[config.mk]
export PLATFORM = sky130hd
export DESIGN_NAME = indexed_pixel_expander
export DESIGN_NICKNAME = d
export VERILOG_FILES = /design/src/ipe_pkg.sv /design/src/ipe_palette_ram.sv /design/src/ipe_decode.sv /design/src/ipe_op_queue.sv /design/src/ipe_lookup.sv /design/src/indexed_pixel_expander.sv
export SDC_FILE = /design/constraint.sdc
export NUM_CORES = 2
export LEC_CHECK = 0
export BUFFER_PORTS_ARGS = -buffer_cell sky130_fd_sc_hd__buf_4
export CAP_MARGIN = 20
export CORE_ASPECT_RATIO = 0.7
export CORE_MARGIN = 2
export CORE_UTILIZATION = 30
export DETAILED_ROUTE_END_ITERATION = 8
export SYNTH_ARGS = -nofsm -noshare
export SYNTH_HDL_FRONTEND = slang
export SYNTH_SLANG_ARGS = --single-unit
[constraint.sdc]
create_clock -name clk_i -period 10.1 [get_ports clk_i]
set_clock_uncertainty 0.1 [all_clocks]
set_input_delay 2.02 -clock clk_i [delete_from_list [all_inputs] [get_ports clk_i]]
set_output_delay 2.02 -clock clk_i [all_outputs]
set_load 0.02 [all_outputs]
[src/ipe_pkg.sv]
// shared types and constants of the indexed pixel expander
// no dependencies; used by every module of the block but ipe_palette_ram
package ipe_pkg;

  localparam int unsigned PaletteDepth = 256;
  localparam int unsigned MaxRowWidth  = 4096;

  localparam int unsigned RowW      = 13;
  localparam int unsigned CfgIndexW = 3;
  localparam int unsigned CfgDataW  = 16;

  // effective width limit, kept inside the row counter range
  localparam logic [RowW-1:0] MaxRowW =
      RowW'((MaxRowWidth > ((1 << RowW) - 1)) ? ((1 << RowW) - 1) : MaxRowWidth);

  // configuration register indexes
  localparam logic [CfgIndexW-1:0] CfgPixelFormat = 3'd0;
  localparam logic [CfgIndexW-1:0] CfgKeyEnable   = 3'd1;
  localparam logic [CfgIndexW-1:0] CfgKeyValue    = 3'd2;
  localparam logic [CfgIndexW-1:0] CfgRowWidth    = 3'd3;
  localparam logic [CfgIndexW-1:0] CfgStartPhase  = 3'd4;

  typedef enum logic [1:0] {
    FmtRgb565 = 2'd0,
    FmtIndex8 = 2'd1,
    FmtGray4  = 2'd2,
    FmtIndex5 = 2'd3
  } pix_fmt_e;

  typedef enum logic [1:0] {
    OpPalWrite = 2'd0,
    OpLookup   = 2'd1,
    OpDirect   = 2'd2
  } op_kind_e;

  // one palette access: a table write, a lookup or a ready-made color
  typedef struct packed {
    op_kind_e    kind;
    logic [7:0]  idx;
    logic [15:0] data;
    logic        pix_write;
    logic        row_last;
    logic        item_last;
  } op_t;

  typedef struct packed {
    logic        action;
    logic [7:0]  palette_index;
    logic [15:0] palette_color;
    logic [15:0] source_data;
  } in_item_t;

  typedef struct packed {
    logic [15:0] pixel_color;
    logic        pixel_write;
    logic        row_last;
    logic        item_last;
  } out_item_t;

endpackage

[src/ipe_palette_ram.sv]
// palette storage: one write port, one read port, registered read data
// depends on nothing but its parameters
module ipe_palette_ram #(
  parameter int unsigned Depth = 256,
  localparam int unsigned AddrW = $clog2(Depth)
) (
  input  logic              clk_i,
  input  logic              we_i,
  input  logic [AddrW-1:0]  waddr_i,
  input  logic [15:0]       wdata_i,
  input  logic              re_i,
  input  logic [AddrW-1:0]  raddr_i,
  output logic [15:0]       rdata_o
);

  logic [15:0] mem [Depth];
  logic [15:0] rdata_q;

  always_ff @(posedge clk_i) begin
    if (we_i) begin
      mem[waddr_i] <= wdata_i;
    end
    if (re_i) begin
      rdata_q <= mem[raddr_i];
    end
  end

  assign rdata_o = rdata_q;

endmodule

[src/ipe_decode.sv]
// configuration registers, row sequencing state and byte unpacking
// into at most two palette ops per word; uses ipe_pkg
module ipe_decode (
  input  logic                          clk_i,
  input  logic                          rst_ni,
  input  logic                          cfg_we_i,
  input  logic [ipe_pkg::CfgIndexW-1:0] cfg_index_i,
  input  logic [ipe_pkg::CfgDataW-1:0]  cfg_data_i,
  input  logic                          accept_i,
  input  ipe_pkg::in_item_t             item_i,
  output ipe_pkg::op_t                  op0_o,
  output ipe_pkg::op_t                  op1_o,
  output logic [1:0]                    op_cnt_o
);

  ipe_pkg::pix_fmt_e             fmt_q;
  logic                          key_en_q;
  logic [15:0]                   key_q;
  logic [ipe_pkg::RowW-1:0]      row_width_q;
  logic [2:0]                    phase_q;

  logic [2:0]                    pos_q, pos_d;
  logic [3:0]                    carry_q, carry_d;
  logic [ipe_pkg::RowW-1:0]      done_q, done_d;
  logic                          start_q, start_d;

  ipe_pkg::op_t                  c0, c1, s0, s1;
  logic                          v0, v1;
  logic [7:0]                    b;
  logic [4:0]                    i0, i1;
  logic                          two;
  logic [3:0]                    base;
  logic [ipe_pkg::RowW-1:0]      w;
  logic                          hit0, hit1, restart;
  logic [1:0]                    cnt;

  function automatic logic [15:0] gray565(logic [3:0] nib);
    logic [3:0] g;
    g = ~nib;
    return {g, g[3], g, g[3:2], g, g[3]};
  endfunction

  assign b = item_i.source_data[7:0];

  assign w = (row_width_q == '0) ? ipe_pkg::RowW'(1) :
             ((row_width_q > ipe_pkg::MaxRowW) ? ipe_pkg::MaxRowW : row_width_q);

  // unpack the word into candidate pixels
  always_comb begin
    c0      = '0;
    c1      = '0;
    v0      = 1'b0;
    v1      = 1'b0;
    i0      = '0;
    i1      = '0;
    two     = 1'b0;
    base    = '0;
    pos_d   = pos_q;
    carry_d = carry_q;
    start_d = start_q;
    c0.kind = ipe_pkg::OpDirect;
    c1.kind = ipe_pkg::OpDirect;
    case (fmt_q)
      ipe_pkg::FmtRgb565: begin
        c0.data      = item_i.source_data;
        c0.pix_write = !(key_en_q && item_i.source_data == key_q);
        v0           = 1'b1;
        start_d      = 1'b0;
      end
      ipe_pkg::FmtIndex8: begin
        c0.kind      = ipe_pkg::OpLookup;
        c0.idx       = b;
        c0.pix_write = !(key_en_q && b == key_q[7:0]);
        v0           = 1'b1;
        start_d      = 1'b0;
      end
      ipe_pkg::FmtGray4: begin
        c0.data      = gray565(b[7:4]);
        c0.pix_write = 1'b1;
        c1.data      = gray565(b[3:0]);
        c1.pix_write = 1'b1;
        v0           = !(start_q && phase_q[0]);
        v1           = 1'b1;
        start_d      = 1'b0;
      end
      default: begin
        // five-bit indices, eight per five-byte group, msb first
        unique case (pos_q)
          3'd0: begin
            i0 = b[7:3];           base = 4'd0; carry_d = {1'b0, b[2:0]};
          end
          3'd1: begin
            i0 = {carry_q[2:0], b[7:6]}; i1 = b[5:1]; two = 1'b1;
            base = 4'd1; carry_d = {3'b0, b[0]};
          end
          3'd2: begin
            i0 = {carry_q[0], b[7:4]};   base = 4'd3; carry_d = b[3:0];
          end
          3'd3: begin
            i0 = {carry_q[3:0], b[7]};   i1 = b[6:2]; two = 1'b1;
            base = 4'd4; carry_d = {2'b0, b[1:0]};
          end
          default: begin
            i0 = {carry_q[1:0], b[7:5]}; i1 = b[4:0]; two = 1'b1;
            base = 4'd6; carry_d = '0;
          end
        endcase
        c0.kind      = ipe_pkg::OpLookup;
        c0.idx       = {3'b0, i0};
        c0.pix_write = !(key_en_q && {3'b0, i0} == key_q[7:0]);
        c1.kind      = ipe_pkg::OpLookup;
        c1.idx       = {3'b0, i1};
        c1.pix_write = !(key_en_q && {3'b0, i1} == key_q[7:0]);
        // leading pixels of the first group are skipped
        v0 = !(start_q && base < {1'b0, phase_q});
        v1 = two && !(start_q && (base + 4'd1) < {1'b0, phase_q});
        if (pos_q >= 3'd4) begin
          pos_d   = '0;
          start_d = 1'b0;
        end else begin
          pos_d = pos_q + 3'd1;
        end
      end
    endcase
  end

  // row counting, truncation at row end and op packing
  always_comb begin
    s0      = v0 ? c0 : c1;
    s1      = c1;
    hit0    = ({1'b0, done_q} + 14'd1) >= {1'b0, w};
    hit1    = ({1'b0, done_q} + 14'd2) >= {1'b0, w};
    restart = 1'b0;
    done_d  = done_q;
    cnt     = 2'd0;
    if (v0 || v1) begin
      if (hit0) begin
        s0.row_last  = 1'b1;
        s0.item_last = 1'b1;
        restart      = 1'b1;
        cnt          = 2'd1;
      end else if (v0 && v1) begin
        s1.row_last  = hit1;
        s1.item_last = 1'b1;
        restart      = hit1;
        done_d       = done_q + ipe_pkg::RowW'(2);
        cnt          = 2'd2;
      end else begin
        s0.item_last = 1'b1;
        done_d       = done_q + ipe_pkg::RowW'(1);
        cnt          = 2'd1;
      end
    end
    if (!item_i.action) begin
      s0           = '0;
      s0.kind      = ipe_pkg::OpPalWrite;
      s0.idx       = item_i.palette_index;
      s0.data      = item_i.palette_color;
      cnt          = 2'd1;
    end
  end

  assign op0_o    = s0;
  assign op1_o    = s1;
  assign op_cnt_o = cnt;

  always_ff @(posedge clk_i or negedge rst_ni) begin
    if (!rst_ni) begin
      fmt_q       <= ipe_pkg::FmtRgb565;
      key_en_q    <= 1'b0;
      key_q       <= '0;
      row_width_q <= ipe_pkg::RowW'(1);
      phase_q     <= '0;
      pos_q       <= '0;
      carry_q     <= '0;
      done_q      <= '0;
      start_q     <= 1'b1;
    end else if (cfg_we_i) begin
      unique case (cfg_index_i)
        ipe_pkg::CfgPixelFormat: fmt_q <= ipe_pkg::pix_fmt_e'(cfg_data_i[1:0]);
        ipe_pkg::CfgKeyEnable:   key_en_q <= cfg_data_i[0];
        ipe_pkg::CfgKeyValue:    key_q <= cfg_data_i;
        ipe_pkg::CfgRowWidth:    row_width_q <= cfg_data_i[ipe_pkg::RowW-1:0];
        ipe_pkg::CfgStartPhase:  phase_q <= cfg_data_i[2:0];
        default: ;
      endcase
      if (cfg_index_i == ipe_pkg::CfgPixelFormat || cfg_index_i == ipe_pkg::CfgRowWidth ||
          cfg_index_i == ipe_pkg::CfgStartPhase) begin
        pos_q   <= '0;
        carry_q <= '0;
        done_q  <= '0;
        start_q <= 1'b1;
      end
    end else if (accept_i && item_i.action) begin
      if (restart) begin
        pos_q   <= '0;
        carry_q <= '0;
        done_q  <= '0;
        start_q <= 1'b1;
      end else begin
        pos_q   <= pos_d;
        carry_q <= carry_d;
        done_q  <= done_d;
        start_q <= start_d;
      end
    end
  end

endmodule

[src/ipe_op_queue.sv]
// two-entry op buffer between decode and the palette port
// issues one op per cycle in order while the palette port is ready; uses ipe_pkg
module ipe_op_queue (
  input  logic          clk_i,
  input  logic          rst_ni,
  input  logic          load_i,
  input  ipe_pkg::op_t  op0_i,
  input  ipe_pkg::op_t  op1_i,
  input  logic [1:0]    op_cnt_i,
  output logic          can_load_o,
  output logic          issue_valid_o,
  output ipe_pkg::op_t  issue_op_o,
  input  logic          issue_ready_i
);

  ipe_pkg::op_t slot0_q, slot1_q;
  logic [1:0]   cnt_q;
  logic         issue;

  assign issue_valid_o = cnt_q != 2'd0;
  assign issue_op_o    = slot0_q;
  assign issue         = issue_valid_o && issue_ready_i;
  assign can_load_o    = (cnt_q == 2'd0) || (cnt_q == 2'd1 && issue);

  always_ff @(posedge clk_i or negedge rst_ni) begin
    if (!rst_ni) begin
      cnt_q <= '0;
    end else if (load_i) begin
      cnt_q <= op_cnt_i;
    end else if (issue) begin
      cnt_q <= cnt_q - 2'd1;
    end
  end

  always_ff @(posedge clk_i) begin
    if (load_i) begin
      slot0_q <= op0_i;
      slot1_q <= op1_i;
    end else if (issue) begin
      slot0_q <= slot1_q;
    end
  end

endmodule

[src/ipe_lookup.sv]
// palette port, read stage and output register
// uses ipe_pkg and ipe_palette_ram
module ipe_lookup #(
  parameter int unsigned PaletteDepth = ipe_pkg::PaletteDepth
) (
  input  logic               clk_i,
  input  logic               rst_ni,
  input  logic               issue_valid_i,
  input  ipe_pkg::op_t       op_i,
  output logic               issue_ready_o,
  output logic               out_valid_o,
  output ipe_pkg::out_item_t out_item_o,
  input  logic               out_ready_i
);

  localparam int unsigned AddrW = $clog2(PaletteDepth);

  ipe_pkg::op_t       m_op_q;
  logic               m_valid_q;
  logic               m_oob_q;
  logic               out_valid_q;
  ipe_pkg::out_item_t out_q;

  logic               out_take, m_adv, m_free, fire, oob;
  logic               we, re;
  logic [15:0]        rdata;
  ipe_pkg::out_item_t formed;

  assign out_take = !out_valid_q || out_ready_i;
  assign m_adv    = m_valid_q && out_take;
  assign m_free   = !m_valid_q || out_take;
  // table writes never enter the read stage
  assign issue_ready_o = (op_i.kind == ipe_pkg::OpPalWrite) || m_free;
  assign fire = issue_valid_i && issue_ready_o;
  assign oob  = {1'b0, op_i.idx} >= 9'(PaletteDepth);
  assign we   = fire && op_i.kind == ipe_pkg::OpPalWrite && !oob;
  assign re   = fire && op_i.kind == ipe_pkg::OpLookup;

  ipe_palette_ram #(
    .Depth (PaletteDepth)
  ) u_ram (
    .clk_i   (clk_i),
    .we_i    (we),
    .waddr_i (op_i.idx[AddrW-1:0]),
    .wdata_i (op_i.data),
    .re_i    (re),
    .raddr_i (op_i.idx[AddrW-1:0]),
    .rdata_o (rdata)
  );

  always_comb begin
    formed.pixel_write = m_op_q.pix_write;
    formed.row_last    = m_op_q.row_last;
    formed.item_last   = m_op_q.item_last;
    if (m_op_q.kind == ipe_pkg::OpDirect) begin
      formed.pixel_color = m_op_q.data;
    end else begin
      formed.pixel_color = m_oob_q ? 16'h0000 : rdata;
    end
  end

  always_ff @(posedge clk_i or negedge rst_ni) begin
    if (!rst_ni) begin
      m_valid_q   <= 1'b0;
      out_valid_q <= 1'b0;
    end else begin
      if (fire && op_i.kind != ipe_pkg::OpPalWrite) begin
        m_valid_q <= 1'b1;
      end else if (m_adv) begin
        m_valid_q <= 1'b0;
      end
      if (m_adv) begin
        out_valid_q <= 1'b1;
      end else if (out_ready_i) begin
        out_valid_q <= 1'b0;
      end
    end
  end

  always_ff @(posedge clk_i) begin
    if (fire && op_i.kind != ipe_pkg::OpPalWrite) begin
      m_op_q  <= op_i;
      m_oob_q <= oob;
    end
    if (m_adv) begin
      out_q <= formed;
    end
  end

  assign out_valid_o = out_valid_q;
  assign out_item_o  = out_q;

endmodule

[src/indexed_pixel_expander.sv]
// top level of the indexed pixel expander
// uses ipe_pkg, ipe_decode, ipe_op_queue and ipe_lookup
//
// Expands a source stream into RGB565 pixel words, row_width pixels per row.
// Each accepted word is unpacked at once into at most two palette ops (table
// write, lookup or direct color) held in a two-entry buffer; the single
// palette port takes one op per cycle while the read stage can accept it,
// so a word that gives two pixels is issued as two ops. A pixel passes the
// op buffer, the read stage and the output register, which lets a new word
// in while a finished pixel still waits. The palette has no reset and needs
// no clearing pass; an entry must be written before it is looked up. The
// user must see that configuration is written only while the block is idle
// (not enforced here); pixel_format, row_width and start_phase restart the row.
module indexed_pixel_expander #(
  parameter int unsigned PaletteDepth = ipe_pkg::PaletteDepth
) (
  input  logic                          clk_i,
  input  logic                          rst_ni,
  input  logic                          in_valid_i,
  output logic                          in_ready_o,
  input  ipe_pkg::in_item_t             in_item_i,
  output logic                          out_valid_o,
  input  logic                          out_ready_i,
  output ipe_pkg::out_item_t            out_item_o,
  input  logic                          cfg_we_i,
  input  logic [ipe_pkg::CfgIndexW-1:0] cfg_index_i,
  input  logic [ipe_pkg::CfgDataW-1:0]  cfg_data_i
);

  ipe_pkg::op_t op0, op1, issue_op;
  logic [1:0]   op_cnt;
  logic         can_load, accept, issue_valid, issue_ready;

  assign in_ready_o = can_load;
  assign accept     = in_valid_i && can_load;

  ipe_decode u_decode (
    .clk_i       (clk_i),
    .rst_ni      (rst_ni),
    .cfg_we_i    (cfg_we_i),
    .cfg_index_i (cfg_index_i),
    .cfg_data_i  (cfg_data_i),
    .accept_i    (accept),
    .item_i      (in_item_i),
    .op0_o       (op0),
    .op1_o       (op1),
    .op_cnt_o    (op_cnt)
  );

  ipe_op_queue u_queue (
    .clk_i         (clk_i),
    .rst_ni        (rst_ni),
    .load_i        (accept),
    .op0_i         (op0),
    .op1_i         (op1),
    .op_cnt_i      (op_cnt),
    .can_load_o    (can_load),
    .issue_valid_o (issue_valid),
    .issue_op_o    (issue_op),
    .issue_ready_i (issue_ready)
  );

  ipe_lookup #(
    .PaletteDepth (PaletteDepth)
  ) u_lookup (
    .clk_i         (clk_i),
    .rst_ni        (rst_ni),
    .issue_valid_i (issue_valid),
    .op_i          (issue_op),
    .issue_ready_o (issue_ready),
    .out_valid_o   (out_valid_o),
    .out_item_o    (out_item_o),
    .out_ready_i   (out_ready_i)
  );

endmodule

# Word-level counts from Yosys, hierarchy flattened
# Memory sizes are Yosys's and may differ from the RTL's. A register that Yosys moved wholly into a read port is not among the register bits.
# Cells that the tools add are included.
# Widths: inputs -> output; s select.
# classes
add_sub_neg,7
magnitude_cmp,6
eq_ne,19
muxes,68
n_bitwise,4
n_reduce_logical,61
# ops
cell,count
$mux 13,9
$mux 29,4
$mux 16,2
$pmux 16 s2,1
$ge 14x13->1,2
$mux 4,6
$mux 1,21
$pmux 10 s2,1
$pmux 5 s4,1
$mux 3,6
$logic_and 1x1->1,17
$eq 16x16->1,1
$eq 5x8->1,2
$pmux 4 s4,1
$pmux 5 s3,1
$add 13x1->14 const B,1
$add 13x2->14 const B,1
$mux 2,7
$add 13x1->13 const B,1
$add 13x2->13 const B,1
$gt 13x13->1 const B,1
$logic_not 13->1,1
$eq 3x2->1 const B,4
$pmux 3 s4,1
31 further kinds,72
# word_totals
ff_bits,158
ramBits,4096
in_bits,65
wordCells,199
mem_count,1
# memory_table
memory,words,word_bits,read_ports,rd_clocked_by_memory_dff,wr,line_no,rtl
u_lookup.u_ram.mem,256,16,1,1,1,ipe_palette_ram.sv:16,logic [15:0] mem [Depth];

# Depth between registers and ports, before layout
# depth
word_depth,16
ltp_mapped,16
depth_no_buf,14

# Modules after synthesis
# From an unflattened synthesis, not the netlist that was laid out.
# hier_totals
cells_unflattened,8125
hier_area_um2,167868.5
# modules_own_cells
mod,instances,cells_each,area_each_um2,seq_area_each_um2
ipe_palette_ram,1,7360,158874.9,123478.4
ipe_decode,1,584,5152.4,1403.8
ipe_op_queue,1,109,2255.9,1791.7
ipe_lookup,1,71,1579.0,1251.2
indexed_pixel_expander,1,1,6.3,0.0

# Worst setup path after synthesis
# Ideal clock, no wire load.
# synth_timing
path_type,in2out
start,input port out_ready_i
end,output port in_ready_o
arrival_ps,2612
t_required_ps,7980
slack_ps,5368
path_stages,3
path_cell_list,and3b_1 > o21ai_0 > a21o_1
# synth_between
elab_chain_len,6
# synth_lines
element,line_no,rtl
"start, declared",indexed_pixel_expander.sv:23,"input logic out_ready_i,"
$logic_or 1x1->1,ipe_lookup.sv:29,assign out_take = !out_valid_q || out_ready_i;
$logic_or 1x1->1,ipe_lookup.sv:31,assign m_free = !m_valid_q || out_take;
$logic_or 1x1->1,ipe_lookup.sv:33,assign issue_ready_o = (op_i.kind == ipe_pkg::OpPalWrite) || m_free;
$logic_and 1x1->1,ipe_op_queue.sv:22,assign issue = issue_valid_o && issue_ready_i;
$logic_and 1x1->1,ipe_op_queue.sv:23,assign can_load_o = (cnt_q == 2'd0) || (cnt_q == 2'd1 && issue);
$logic_or 1x1->1,ipe_op_queue.sv:23,
"end, declared",indexed_pixel_expander.sv:20,"output logic in_ready_o,"
# Every way passes these cells.

==> summary.txt <==
Run status
  • Status: finished, violations left
  • Failing checks: max-slew violations

STA
  • Final setup viols: 0
  • Setup ws final: 3.90 ns
  • Slew of the pin with the lowest slew margin: 1.68 ns
  • Setup TNS: 0 ns
  • Fin crit share: 61.4%
  • Slew HR: -12.1%
  • Final hold violation count: 0
  • Max-slew violations: 65
  • Post-route minimum period: 6.20 ns
  • RSZ-0062 raised after global routing: false
  • Fmax: 161 MHz

Pwr
  • Pwr dens: 291 nW/µm²
  • Leak: 0.0581 µW
  • Peak supply drop: 0.257 mV
  • Power Total: 55200 µW

Worst setup path
  • Worst Path Arrival: 6.74 ns
  • CP Class: flip-flop to flip-flop
  • Reg2Reg Depth: 10
  • CP Data Required Time: 10.64 ns
  • Critical path launch point type: flip-flop
  • Worst Setup End Kind: flip-flop
  • Worst Path Max Fanout: 32

Logic synthesis
  • Synthesis-stage register bit count: 4255
  • Number of synthesized flops with an enable pin: 4195
  • Area share of the largest cell type after synthesis: 76.4%
  • Synth unique cells: 74
  • Leading area contributor after synthesis: edfxtp_1
  • Avg Cell Area, Syn: 22.6 µm²
  • Synth warn: 0
  • Post-synth top flop: edfxtp_1
  • Gate count of the mapped netlist: 7302
  • Top cells by area, synth: edfxtp_1 76%, mux4_2 15%, mux2i_1 1.2%, dfrtp_1 0.88%, nor2_1 0.78%
  • Post-Syn Nets: 7406
  • Mapped cell area: 165000 µm²
  • Sequential fraction of the synthesis area: 77.4%
  • Asr flop ratio synth: 1.41%

Floorplan
  • Io pins: 86
  • Die area: 555000 µm²
  • Die Y: 624 µm
  • Site Rows: 227
  • Die span in x: 890 µm
  • CORE AREA: 547000 µm²
  • Initial Util: 30.1%

Cells and area
  • Syn-to-layout area delta: 15.0%
  • Most frequent cells in the layout: 4195 x edfxtp_1, 1131 x mux4_2, 382 x buf_4
  • Final core utilization: 34.7%
  • Layout fillers: 50031
  • Area occupied by multi-input gates: 35900 µm²
  • Most common cell after layout, fill and taps aside: edfxtp_1
  • FF+latch area: 127000 µm²
  • Layout cell share with drive strength beyond 1: 29.9%
  • Final #Nets: 7875
  • Cell Count, Final, Fillers Out: 15413

Clocking
  • Htree depth: 5
  • Clock tree sinks: 4255
  • CTS tree: built
  • Clock Tree Root: clkbuf_16
  • Post-CTS Setup Inserts: 0
  • Post-CTS Resized: 0
  • Clk Latency, worst-skew pair: 0.94 ns
  • # hold bufs at CTS: 0
  • CTS clock-pin slew for the worst setup and hold paths: 0.07 ns
  • Num CTS Buffers: 358
  • CTS Buffer Depth: 4

Hold path
  • Hold depth: 0
  • Worst Hold Class: flip-flop to flip-flop

Route
  • Via density: 5.42
  • DRT Pass-1 Iters: 6
  • DR vias: 83467
  • Iteration-0 DRC Markers: 14908
  • DRC viols: 0
  • Drt wl/cell: 31.1 µm
  • Post-DRT Antenna Nets: 0
  • Total detailed-routing wirelength: 479000 µm

Placed design
  • Hpwl dp: 291000 µm
  • Post-Place Setup Slack: 4.16 ns
  • Routability cong.: 0.911
  • Port Buffers: 85
  • Placed Instances: 14697

Global routing
  • GRT Total Usage: 16.7%
  • Vias in the first global route: 79954
  • First-pass GRT wire length: 657000 µm
  • Gr ovfl total: 0
  • Pin count of the biggest net entering global routing: 181
  • Initial antenna violation count: 42

Flow run
  • Max-Cap Viols: 0
[Yosys cell counts, types with 55 or more instances]
cell type	instances
a21oi_1	59
a22o_1	55
a22oi_1	66
buf_2	131
clkbuf_1	185
dfrtp_1	58
edfxtp_1	4195
mux2_2	55
mux2i_1	198
mux4_2	1131
nand2_1	122
nor2_1	342
o21ai_0	59
o22ai_1	98
[sequential cells by signal, indices dropped and copies added, names as in the netlist, 4 cells and up]
name                    cells
u_lookup.out_item_o        19
u_decode.key_q             16
u_lookup.m_op_q            18
u_decode.done_q            13
u_lookup.u_ram.mem       4096
u_decode.carry_q            4
u_queue.slot1_q            14
u_queue.issue_op_o         29
u_decode.row_width_q       13
u_lookup.u_ram.rdata_o     16
[stage by stage]
step                hold WS (ns)  cell area, µm²
finish                     0.354          189000
global route               0.365          189000
CTS                        0.354          189000
detailed placement         0.307          177000
global placement           0.322          176000
floorplan                  0.300          165000
[area by class of cell]
cell class | instances | share of cell area [%]
well taps | 7328 | 4.84
repair buffers | 522 | 2.81
clock inverters | 191 | 1.02
multi-input cells | 2601 | 18.9
flip-flops and latches | 4255 | 67.3
clock buffers | 446 | 5.01
diodes | 37 | 0.0489
inverters | 33 | 0.0654
[report_power, final]
part,internal [µW],switching [µW],leakage [µW]
registers,22500,413,0.0386
clock network,7620,6440,0.00557
logic,6030,12200,0.0139
total,36100,19000,0.0581
[cells by family (layout without fill, tap and decap cells)]
kind of cell    Yosys count  in the layout  share of synthesized area [%]
compound gates          489            489                           2.10
xor+xnor                 47             47                          0.250
fa+ha+maj                39             39                          0.296
buf+inv                 446           1192                           1.25
flops                  4255           4255                           77.4
mux                    1384           1384                           17.0
other cells               0             37                              0
simple gates            642            642                           1.72
[path summary, 6_finish.rpt]
path | slack [ns] | endpoint | startpoint
worst min register to register | 0.35 | u_lookup.out_item_o[0] | u_lookup.formed[0]
worst min-delay path | 0.35 | u_lookup.out_item_o[0] | u_lookup.formed[0]
worst max-delay path | 3.90 | u_lookup.u_ram.rdata_o[15] | u_queue.issue_op_o[19]
min in group asynchronous | 1.08 | u_decode.key_q[8] | rst_ni
max in group asynchronous | 8.27 | u_decode.carry_q[2] | rst_ni
worst max register to register | 3.90 | u_lookup.u_ram.rdata_o[15] | u_queue.issue_op_o[19]
[layer usage]
layer	vias to the layer above	GRT usage, %	part of all wire (%)
met5	-	0.779	0.20
met2	5616	22.6	41
li1	31979	-	-
met1	45142	24.8	41
met3	702	6.87	15
met4	28	3.86	2.5
[critical path: stages (launching register included)]
cell and delay (ns):
edfxtp_1 0.70, buf_4 0.44, buf_4 0.61, buf_4 0.68, mux4_2 0.59, a22oi_1 0.22, a21oi_1 0.38, nor2_1 0.31
o221ai_1 0.47, a22oi_1 1.06, o211ai_1 0.19
Power figures use the tool's default switching activity.
